### src/design/pios_pkg.sv
// ----------------------------------------------------------------------------
// pios_pkg: shared types and constants for the periodic image overlap block
// Candidate masks, result record, queue geometry and field widths.
// ----------------------------------------------------------------------------
`default_nettype none

package pios_pkg;

  localparam int PIOS_COORD_BITS = 16;
  localparam int LEN_W           = 15;
  localparam int SHIFT_W         = 16;
  localparam int MASK_W          = 3;

  // one bit per shift vector, index = (ri+1)*9 + (rj+1)*3 + (rk+1)
  localparam int NUM_CAND   = 27;
  localparam int CENTER_IDX = 13;

  localparam int QUEUE_DEPTH = 4;
  localparam int QPTR_W      = $clog2(QUEUE_DEPTH);
  localparam int QCNT_W      = $clog2(QUEUE_DEPTH + 1);

  typedef logic [NUM_CAND-1:0] cand_t;

  // candidate positions with a given component at -1 or +1
  localparam cand_t RX_NEG = 27'h00001FF;
  localparam cand_t RX_POS = 27'h7FC0000;
  localparam cand_t RY_NEG = 27'h01C0E07;
  localparam cand_t RY_POS = 27'h70381C0;
  localparam cand_t RZ_NEG = 27'h1249249;
  localparam cand_t RZ_POS = 27'h4924924;

  typedef enum logic [1:0] {
    REG_PERIODIC_MASK = 2'd0,
    REG_DOMAIN_LEN_X  = 2'd1,
    REG_DOMAIN_LEN_Y  = 2'd2,
    REG_DOMAIN_LEN_Z  = 2'd3
  } cfg_reg_t;

  typedef struct packed {
    logic                      strobe;
    logic                      found;
    logic signed [SHIFT_W-1:0] shift_x;
    logic signed [SHIFT_W-1:0] shift_y;
    logic signed [SHIFT_W-1:0] shift_z;
    logic                      last;
  } result_t;

endpackage

`default_nettype wire

### src/design/pios_front.sv
// ----------------------------------------------------------------------------
// pios_front: box registration and candidate classification
// Registers an accepted item, tests each axis against the three images of
// the source and pushes the 27-bit mask of overlapping nonzero shift vectors.
// ----------------------------------------------------------------------------
`default_nettype none

module pios_front import pios_pkg::*; #(
  parameter int COORD_BITS = PIOS_COORD_BITS
) (
  input  wire                         clk,
  input  wire                         rst,
  input  wire                         accept,
  input  wire  [2:0][COORD_BITS-1:0]  tlo_in,
  input  wire  [2:0][COORD_BITS-1:0]  thi_in,
  input  wire  [2:0][COORD_BITS-1:0]  slo_in,
  input  wire  [2:0][COORD_BITS-1:0]  shi_in,
  input  wire  [MASK_W-1:0]           periodic_mask,
  input  wire  [2:0][LEN_W-1:0]       domain_len,
  output logic                        push,
  output cand_t                       push_mask
);

  localparam int SUM_W = ((COORD_BITS > LEN_W + 1) ? COORD_BITS : LEN_W + 1) + 2;

  logic [2:0][COORD_BITS-1:0] tlo, thi, slo, shi;
  logic                       s1_valid;

  logic signed [SUM_W-1:0] ext_tlo [3];
  logic signed [SUM_W-1:0] ext_thi [3];
  logic signed [SUM_W-1:0] ext_slo [3];
  logic signed [SUM_W-1:0] ext_shi [3];
  logic signed [SUM_W-1:0] off     [3][3];
  logic        [2:0]       axis_ok [3];

  always_ff @(posedge clk) begin
    if (rst) begin
      s1_valid <= 1'b0;
    end else begin
      s1_valid <= accept;
    end
  end

  always_ff @(posedge clk) begin
    if (accept) begin
      tlo <= tlo_in;
      thi <= thi_in;
      slo <= slo_in;
      shi <= shi_in;
    end
  end

  // axis_ok[a][r]: image at offset (r-1)*len overlaps target on axis a
  always_comb begin
    for (int a = 0; a < 3; a++) begin
      ext_tlo[a] = {{(SUM_W-COORD_BITS){tlo[a][COORD_BITS-1]}}, tlo[a]};
      ext_thi[a] = {{(SUM_W-COORD_BITS){thi[a][COORD_BITS-1]}}, thi[a]};
      ext_slo[a] = {{(SUM_W-COORD_BITS){slo[a][COORD_BITS-1]}}, slo[a]};
      ext_shi[a] = {{(SUM_W-COORD_BITS){shi[a][COORD_BITS-1]}}, shi[a]};
      off[a][1]  = '0;
      off[a][2]  = {{(SUM_W-LEN_W){1'b0}}, domain_len[a]};
      off[a][0]  = -off[a][2];
      for (int r = 0; r < 3; r++) begin
        axis_ok[a][r] = (r == 1 || periodic_mask[a])
                        && (ext_tlo[a] <= ext_thi[a])
                        && (ext_slo[a] <= ext_shi[a])
                        && (ext_tlo[a] <= ext_shi[a] + off[a][r])
                        && (ext_slo[a] + off[a][r] <= ext_thi[a]);
      end
    end
  end

  always_comb begin
    for (int i = 0; i < NUM_CAND; i++) begin
      push_mask[i] = axis_ok[0][i / 9] & axis_ok[1][(i / 3) % 3] & axis_ok[2][i % 3];
    end
    push_mask[CENTER_IDX] = 1'b0;
  end

  assign push = s1_valid;

endmodule

`default_nettype wire

### src/design/pios_queue.sv
// ----------------------------------------------------------------------------
// pios_queue: candidate mask queue
// Short FIFO between classification and result emission.
// ----------------------------------------------------------------------------
`default_nettype none

module pios_queue import pios_pkg::*; (
  input  wire               clk,
  input  wire               rst,
  input  wire               push,
  input  cand_t             push_mask,
  input  wire               pop,
  output cand_t             head_mask,
  output logic              empty,
  output logic [QCNT_W-1:0] count
);

  cand_t             entries [QUEUE_DEPTH];
  logic [QPTR_W-1:0] wr_ptr, rd_ptr;

  always_ff @(posedge clk) begin
    if (rst) begin
      wr_ptr <= '0;
      rd_ptr <= '0;
      count  <= '0;
    end else begin
      if (push) begin
        wr_ptr <= (wr_ptr == QPTR_W'(QUEUE_DEPTH - 1)) ? '0 : wr_ptr + QPTR_W'(1);
      end
      if (pop) begin
        rd_ptr <= (rd_ptr == QPTR_W'(QUEUE_DEPTH - 1)) ? '0 : rd_ptr + QPTR_W'(1);
      end
      count <= count + QCNT_W'(push) - QCNT_W'(pop);
    end
  end

  always_ff @(posedge clk) begin
    if (push) begin
      entries[wr_ptr] <= push_mask;
    end
  end

  assign head_mask = entries[rd_ptr];
  assign empty     = (count == '0);

endmodule

`default_nettype wire

### src/design/pios_back.sv
// ----------------------------------------------------------------------------
// pios_back: result emission
// Walks the head mask lowest index first, one result per cycle, and
// retires the item with its last result.
// ----------------------------------------------------------------------------
`default_nettype none

module pios_back import pios_pkg::*; (
  input  wire                   clk,
  input  wire                   rst,
  input  wire                   empty,
  input  cand_t                 head_mask,
  input  wire  [2:0][LEN_W-1:0] domain_len,
  output logic                  pop,
  output result_t               result
);

  cand_t   done, done_next;
  cand_t   cur, sel, rest;
  result_t result_next;

  function automatic logic signed [SHIFT_W-1:0] shift_of(
    input logic neg, input logic pos, input logic [LEN_W-1:0] len
  );
    logic signed [SHIFT_W-1:0] mag;
    mag = {{(SHIFT_W-LEN_W){1'b0}}, len};
    if (pos) begin
      return mag;
    end else if (neg) begin
      return -mag;
    end
    return '0;
  endfunction

  always_comb begin
    cur       = head_mask & ~done;
    sel       = cur & (~cur + cand_t'(1));
    rest      = cur & ~sel;
    pop       = !empty && (rest == '0);
    done_next = done;
    if (!empty) begin
      done_next = pop ? '0 : (done | sel);
    end

    result_next.strobe  = !empty;
    result_next.found   = (cur != '0);
    result_next.last    = (rest == '0);
    result_next.shift_x = shift_of(|(sel & RX_NEG), |(sel & RX_POS), domain_len[0]);
    result_next.shift_y = shift_of(|(sel & RY_NEG), |(sel & RY_POS), domain_len[1]);
    result_next.shift_z = shift_of(|(sel & RZ_NEG), |(sel & RZ_POS), domain_len[2]);
  end

  always_ff @(posedge clk) begin
    if (rst) begin
      done   <= '0;
      result <= '0;
    end else begin
      done   <= done_next;
      result <= result_next;
    end
  end

endmodule

`default_nettype wire

### src/design/periodic_image_overlap_shifts.sv
// ----------------------------------------------------------------------------
// periodic_image_overlap_shifts: shifts of periodic source images that hit
// a target box
//
// An item (target and source box, inclusive corners) is taken at a clock
// edge with start high and busy low. busy is high while the mask queue is
// full or its last free slot is held for the item in the classify stage.
// Results come out on found/shift_x/y/z/last, each valid for exactly the
// one cycle in which strobe is high; last marks the final result of an
// item. An item with no overlapping image gives one result with found low
// and last high.
// When the emitter is free, an item is registered in the front, its mask
// in the queue and its first result in the result register. The emitter
// gives one result per cycle, max(n, 1) per item, n being its number of
// overlapping images (at most 26); the front takes an item every cycle
// while the queue has room. Configuration (cfg_we, cfg_index, cfg_data)
// is to be written by the user only while idle; the block itself does not
// enforce it. Reset clears the queue and emitter and restores the register
// defaults. The receiver cannot stall; results are never held.
// ----------------------------------------------------------------------------
`default_nettype none

module periodic_image_overlap_shifts import pios_pkg::*; #(
  parameter int COORD_BITS = PIOS_COORD_BITS
) (
  input  wire                         clk,
  input  wire                         rst,
  input  wire                         start,
  output logic                        busy,
  input  wire signed [COORD_BITS-1:0] target_lo_x,
  input  wire signed [COORD_BITS-1:0] target_lo_y,
  input  wire signed [COORD_BITS-1:0] target_lo_z,
  input  wire signed [COORD_BITS-1:0] target_hi_x,
  input  wire signed [COORD_BITS-1:0] target_hi_y,
  input  wire signed [COORD_BITS-1:0] target_hi_z,
  input  wire signed [COORD_BITS-1:0] src_lo_x,
  input  wire signed [COORD_BITS-1:0] src_lo_y,
  input  wire signed [COORD_BITS-1:0] src_lo_z,
  input  wire signed [COORD_BITS-1:0] src_hi_x,
  input  wire signed [COORD_BITS-1:0] src_hi_y,
  input  wire signed [COORD_BITS-1:0] src_hi_z,
  output logic                        strobe,
  output logic                        found,
  output logic signed [SHIFT_W-1:0]   shift_x,
  output logic signed [SHIFT_W-1:0]   shift_y,
  output logic signed [SHIFT_W-1:0]   shift_z,
  output logic                        last,
  input  wire                         cfg_we,
  input  wire  [1:0]                  cfg_index,
  input  wire  [LEN_W-1:0]            cfg_data
);

  logic [MASK_W-1:0]     periodic_mask;
  logic [2:0][LEN_W-1:0] domain_len;

  logic              accept;
  logic              push, pop, empty;
  cand_t             push_mask, head_mask;
  logic [QCNT_W-1:0] count;
  result_t           result;

  always_ff @(posedge clk) begin
    if (rst) begin
      periodic_mask <= '0;
      domain_len    <= {3{LEN_W'(64)}};
    end else if (cfg_we) begin
      case (cfg_reg_t'(cfg_index))
        REG_PERIODIC_MASK: periodic_mask <= cfg_data[MASK_W-1:0];
        REG_DOMAIN_LEN_X:  domain_len[0] <= cfg_data;
        REG_DOMAIN_LEN_Y:  domain_len[1] <= cfg_data;
        REG_DOMAIN_LEN_Z:  domain_len[2] <= cfg_data;
        default: ;
      endcase
    end
  end

  // leave room for the item still in the classify stage
  assign busy   = ({1'b0, count} + (QCNT_W+1)'(push)) >= (QCNT_W+1)'(QUEUE_DEPTH);
  assign accept = start && !busy;

  pios_front #(
    .COORD_BITS (COORD_BITS)
  ) u_front (
    .clk           (clk),
    .rst           (rst),
    .accept        (accept),
    .tlo_in        ({target_lo_z, target_lo_y, target_lo_x}),
    .thi_in        ({target_hi_z, target_hi_y, target_hi_x}),
    .slo_in        ({src_lo_z, src_lo_y, src_lo_x}),
    .shi_in        ({src_hi_z, src_hi_y, src_hi_x}),
    .periodic_mask (periodic_mask),
    .domain_len    (domain_len),
    .push          (push),
    .push_mask     (push_mask)
  );

  pios_queue u_queue (
    .clk       (clk),
    .rst       (rst),
    .push      (push),
    .push_mask (push_mask),
    .pop       (pop),
    .head_mask (head_mask),
    .empty     (empty),
    .count     (count)
  );

  pios_back u_back (
    .clk        (clk),
    .rst        (rst),
    .empty      (empty),
    .head_mask  (head_mask),
    .domain_len (domain_len),
    .pop        (pop),
    .result     (result)
  );

  assign strobe  = result.strobe;
  assign found   = result.found;
  assign shift_x = result.shift_x;
  assign shift_y = result.shift_y;
  assign shift_z = result.shift_z;
  assign last    = result.last;

endmodule

`default_nettype wire
### config.mk
export PLATFORM = sky130hd
export DESIGN_NAME = periodic_image_overlap_shifts
export DESIGN_NICKNAME = d
export VERILOG_FILES = /design/src/design/pios_pkg.sv /design/src/design/pios_front.sv /design/src/design/pios_queue.sv /design/src/design/pios_back.sv /design/src/design/periodic_image_overlap_shifts.sv
export SDC_FILE = /design/constraint.sdc
export NUM_CORES = 2
export LEC_CHECK = 0
export BUFFER_PORTS_ARGS = -buffer_cell sky130_fd_sc_hd__buf_2
export CAP_MARGIN = 20
export CELL_PAD_IN_SITES_DETAIL_PLACEMENT = 0
export CELL_PAD_IN_SITES_GLOBAL_PLACEMENT = 1
export CORE_MARGIN = 3
export CORE_UTILIZATION = 45
export CTS_CLUSTER_SIZE = 14
export DETAILED_ROUTE_END_ITERATION = 12
export GPL_TIMING_DRIVEN = 0
export PLACE_DENSITY_LB_ADDON = 0.05
export SLEW_MARGIN = 25
export SYNTH_ARGS = -nofsm -noshare
export SYNTH_HDL_FRONTEND = slang
export SYNTH_SLANG_ARGS = --single-unit
export TNS_END_PERCENT = 1
### constraint.sdc
create_clock -name clk -period 33.4 [get_ports clk]
set_input_delay 6.68 -clock clk [delete_from_list [all_inputs] [get_ports clk]]
set_output_delay 6.68 -clock clk [all_outputs]
set_load 0.02 [all_outputs]
==> results by group <==
Critical path
  – FF-to-FF path depth: 21
  – Setup crit start kind: register
  – Reg2reg setup slack: 25990 ps
  – CP Max Fanout: 6
  – Crit end category: output port
  – Crit Path Class: register to output port
  – R2r endpoint: u_queue.entries[0][20]
  – Worst EP required: 26720 ps
  – Critical R2R Launch: domain_len[31]
  – Worst Path Arrival: 1940 ps

Pwr
  – Worst vdd ir: 39.7 uV
  – Static leakage: 16.8 nW
  – Pwr Density: 47.0 nW/um^2
  – Tot Pwr: 1.78 mW

Place
  – Area post-placement: 36100 sq um
  – Routability cong.: 0.924
  – Pre-CTS setup slack: 24420 ps
  – # placed instances: 4600
  – PortBufs: 264
  – Dpl hpwl: 86600 um

Worst hold path
  – HP Class: register to register
  – Hold_sp: u_back.done[26]
  – Hold depth: 2
  – Hold Path End: u_back.done[26]

Final layout
  – Layout Utilization: 51.8%
  – Fraction of layout cells with a size suffix above 1: 12.1%
  – Final instance area: 37800 sq um
  – Final net count: 4512
  – Area occupied by registers: 11600 sq um
  – Multi-input logic area: 20700 sq um
  – Non-Filler Instances: 4699
  – Area Overhead vs Synth: 13.8%
  – Fill cells: 6690

Clock network
  – Clock Latency Late Sink: 630 ps
  – Post-CTS Setup Bufs: 0
  – Clk root buf: clkbuf_16
  – Clock slew at reported path FFs: 60 ps
  – Clock Tree Buf Depth: 3
  – H-tree Lvls: 2
  – TritonCTS Buffers: 48
  – Hold_buf cts: 0
  – Cts repair resizes: 0
  – Sink Count: 431
  – CTS tree: yes

Die
  – Die H: 278 um
  – Core Area: 73100 sq um
  – Row count: 99
  – Initial Util: 45.5%
  – Die X: 278 um
  – Die area: 77100 sq um
  – # IOs: 265

Synthesis
  – Syn. warnings: 0
  – Syn avg cell area: 9.89 sq um
  – Synth area leader: edfxtp_1
  – Ys flop type: edfxtp_1
  – Post-synth top cells: 595 x ha_1, 296 x edfxtp_1, 280 x a21oi_1
  – Number of synthesized register bits: 431
  – Async set-reset flop share out of synthesis: 0%
  – Top cells by area, synth: edfxtp_1 27%, ha_1 22%, dfxtp_1 8.1%
  – Yosys cell types: 85
  – Top cell type's share of synthesized area: 26.8%
  – Sequential area share after synthesis: 34.9%
  – Syn_nets: 4182
  – Cell area after synthesis: 33200 sq um
  – Post-synth EDFFs: 296
  – Most frequent cell after synthesis: ha_1
  – Syn Inst Count: 3361

Run
  – Max_cap viols: 0

Detailed routing
  – Wirelength per Cell: 22.6 um
  – TritonRoute pass-1 iters: 5
  – DRT Wirelength: 106000 um
  – Vias per std cell: 5.85
  – Number of DRC markers in iteration 0: 1874
  – Antenna viol nets, final: 0
  – DRC violations left: 0
  – Via count: 27500

STA
  – Final critical-path share of the clock period: 25.8%
  – Final setup fails: 0
  – Final Hold Fails: 0
  – RSZ-0062 raised after global routing: no
  – Slew HR: 37.2%
  – Final Skew: 31.6 ps
  – Crit path time final: 8620 ps
  – Fmax achieved: 116 MHz
  – Setup ws final: 24780 ps
  – Minimum hold slack: 449 ps
  – Pins Over Slew Limit: 0
  – Setup TNS: 0 ps
  – Worst-margin pin slew: 934 ps

Global route
  – Total track usage: 26.9%
  – Largest net degree at the start of global routing: 31
  – Initial antenna violation count: 16
  – Vias in the first global route: 27600
  – First-pass GRT wire length: 160000 um
  – Residual overflow from global routing: 0

Run status
  – Run status: finished, final reports clean
[kinds of logic (layout without fill, tap and decap cells)]
| family | count (synthesis) | after routing | share of synthesized area, % |
|---|---|---|---|
| AOI/OAI and AO/OA | 810 | 810 | 15.8 |
| xor gates and xnor gates | 221 | 221 | 5.83 |
| adders and majority gates | 609 | 609 | 23.2 |
| buffers and inverters | 251 | 621 | 2.97 |
| DFF | 431 | 431 | 34.9 |
| muxes | 38 | 38 | 2.09 |
| other | 0 | 9 | 0 |
| and+or+nand+nor | 1001 | 1001 | 15.2 |
[flip-flops by register name, indices dropped and copies added (netlist names), named ones only]
name             cells
u_back.result       51
u_front.ext_shi     48
u_front.ext_slo     48
u_queue.count        3
u_queue.wr_ptr       2
domain_len          45
u_front.ext_thi     48
u_front.ext_tlo     48
u_back.done         26
u_queue.rd_ptr       2
u_front.push         1
periodic_mask        3
u_queue.entries    104
[critical path, cell delays in order (launching register included)]
cell and delay, ps:
dfxtp_1 440, ha_1 220, nor2_1 50, nor2_1 90, nor2_1 40, nor2_1 250
buf_2 230
[worst max path at each step]
stage | slack (ps) | from | end | cells after the start
2_1_floorplan | 17650 | start | u_front.ext_shi[0] | 1
3_3_place_gp | 13700 | start | u_front.ext_slo[28] | 2
3_5_place_dp | 24420 | rst | u_back.result[22] | 5
4_1_cts | 24710 | u_queue.count[1] | busy | 6
5_1_grt | 24640 | u_queue.count[1] | busy | 6
6_report | 24780 | u_queue.count[1] | busy | 6
[area by class of cell]
type | count | share of cell area, %
multi-input cells | 2679 | 54.7
flip-flops and latches | 431 | 30.6
repair buffers | 280 | 4.27
clock buffers | 66 | 3.68
well taps | 959 | 3.17
inverters | 207 | 2.05
clock inverters | 24 | 0.827
plain buffers | 44 | 0.556
diodes | 9 | 0.0595
[report_power, final]
| part | internal (mW) | switching [mW] |
|---|---|---|
| logic | 0.247 | 0.323 |
| clock network | 0.328 | 0.234 |
| registers | 0.606 | 0.0418 |
| total | 1.18 | 0.598 |
[layer usage]
metal,global-route usage [%],up-vias,share of wire [%]
met5,0,-,0.038
met2,44.7,792,46
li1,-,13300,-
met1,36.0,13200,45
met3,4.19,191,6.1
met4,8.50,6,3.3
[placed cells by master (no fill, tap or decap), types with 124 or more instances in the layout]
master    synthesis  layout
a21oi_1         280     280
ha_1            595     595
dfxtp_1         135     135
edfxtp_1        296     296
a21o_1          124     124
buf_2             6     270
xnor2_1         130     130
nor2_1          202     202
nand2_1         230     230
inv_1           207     207
(Power assumes the default switching activity.)
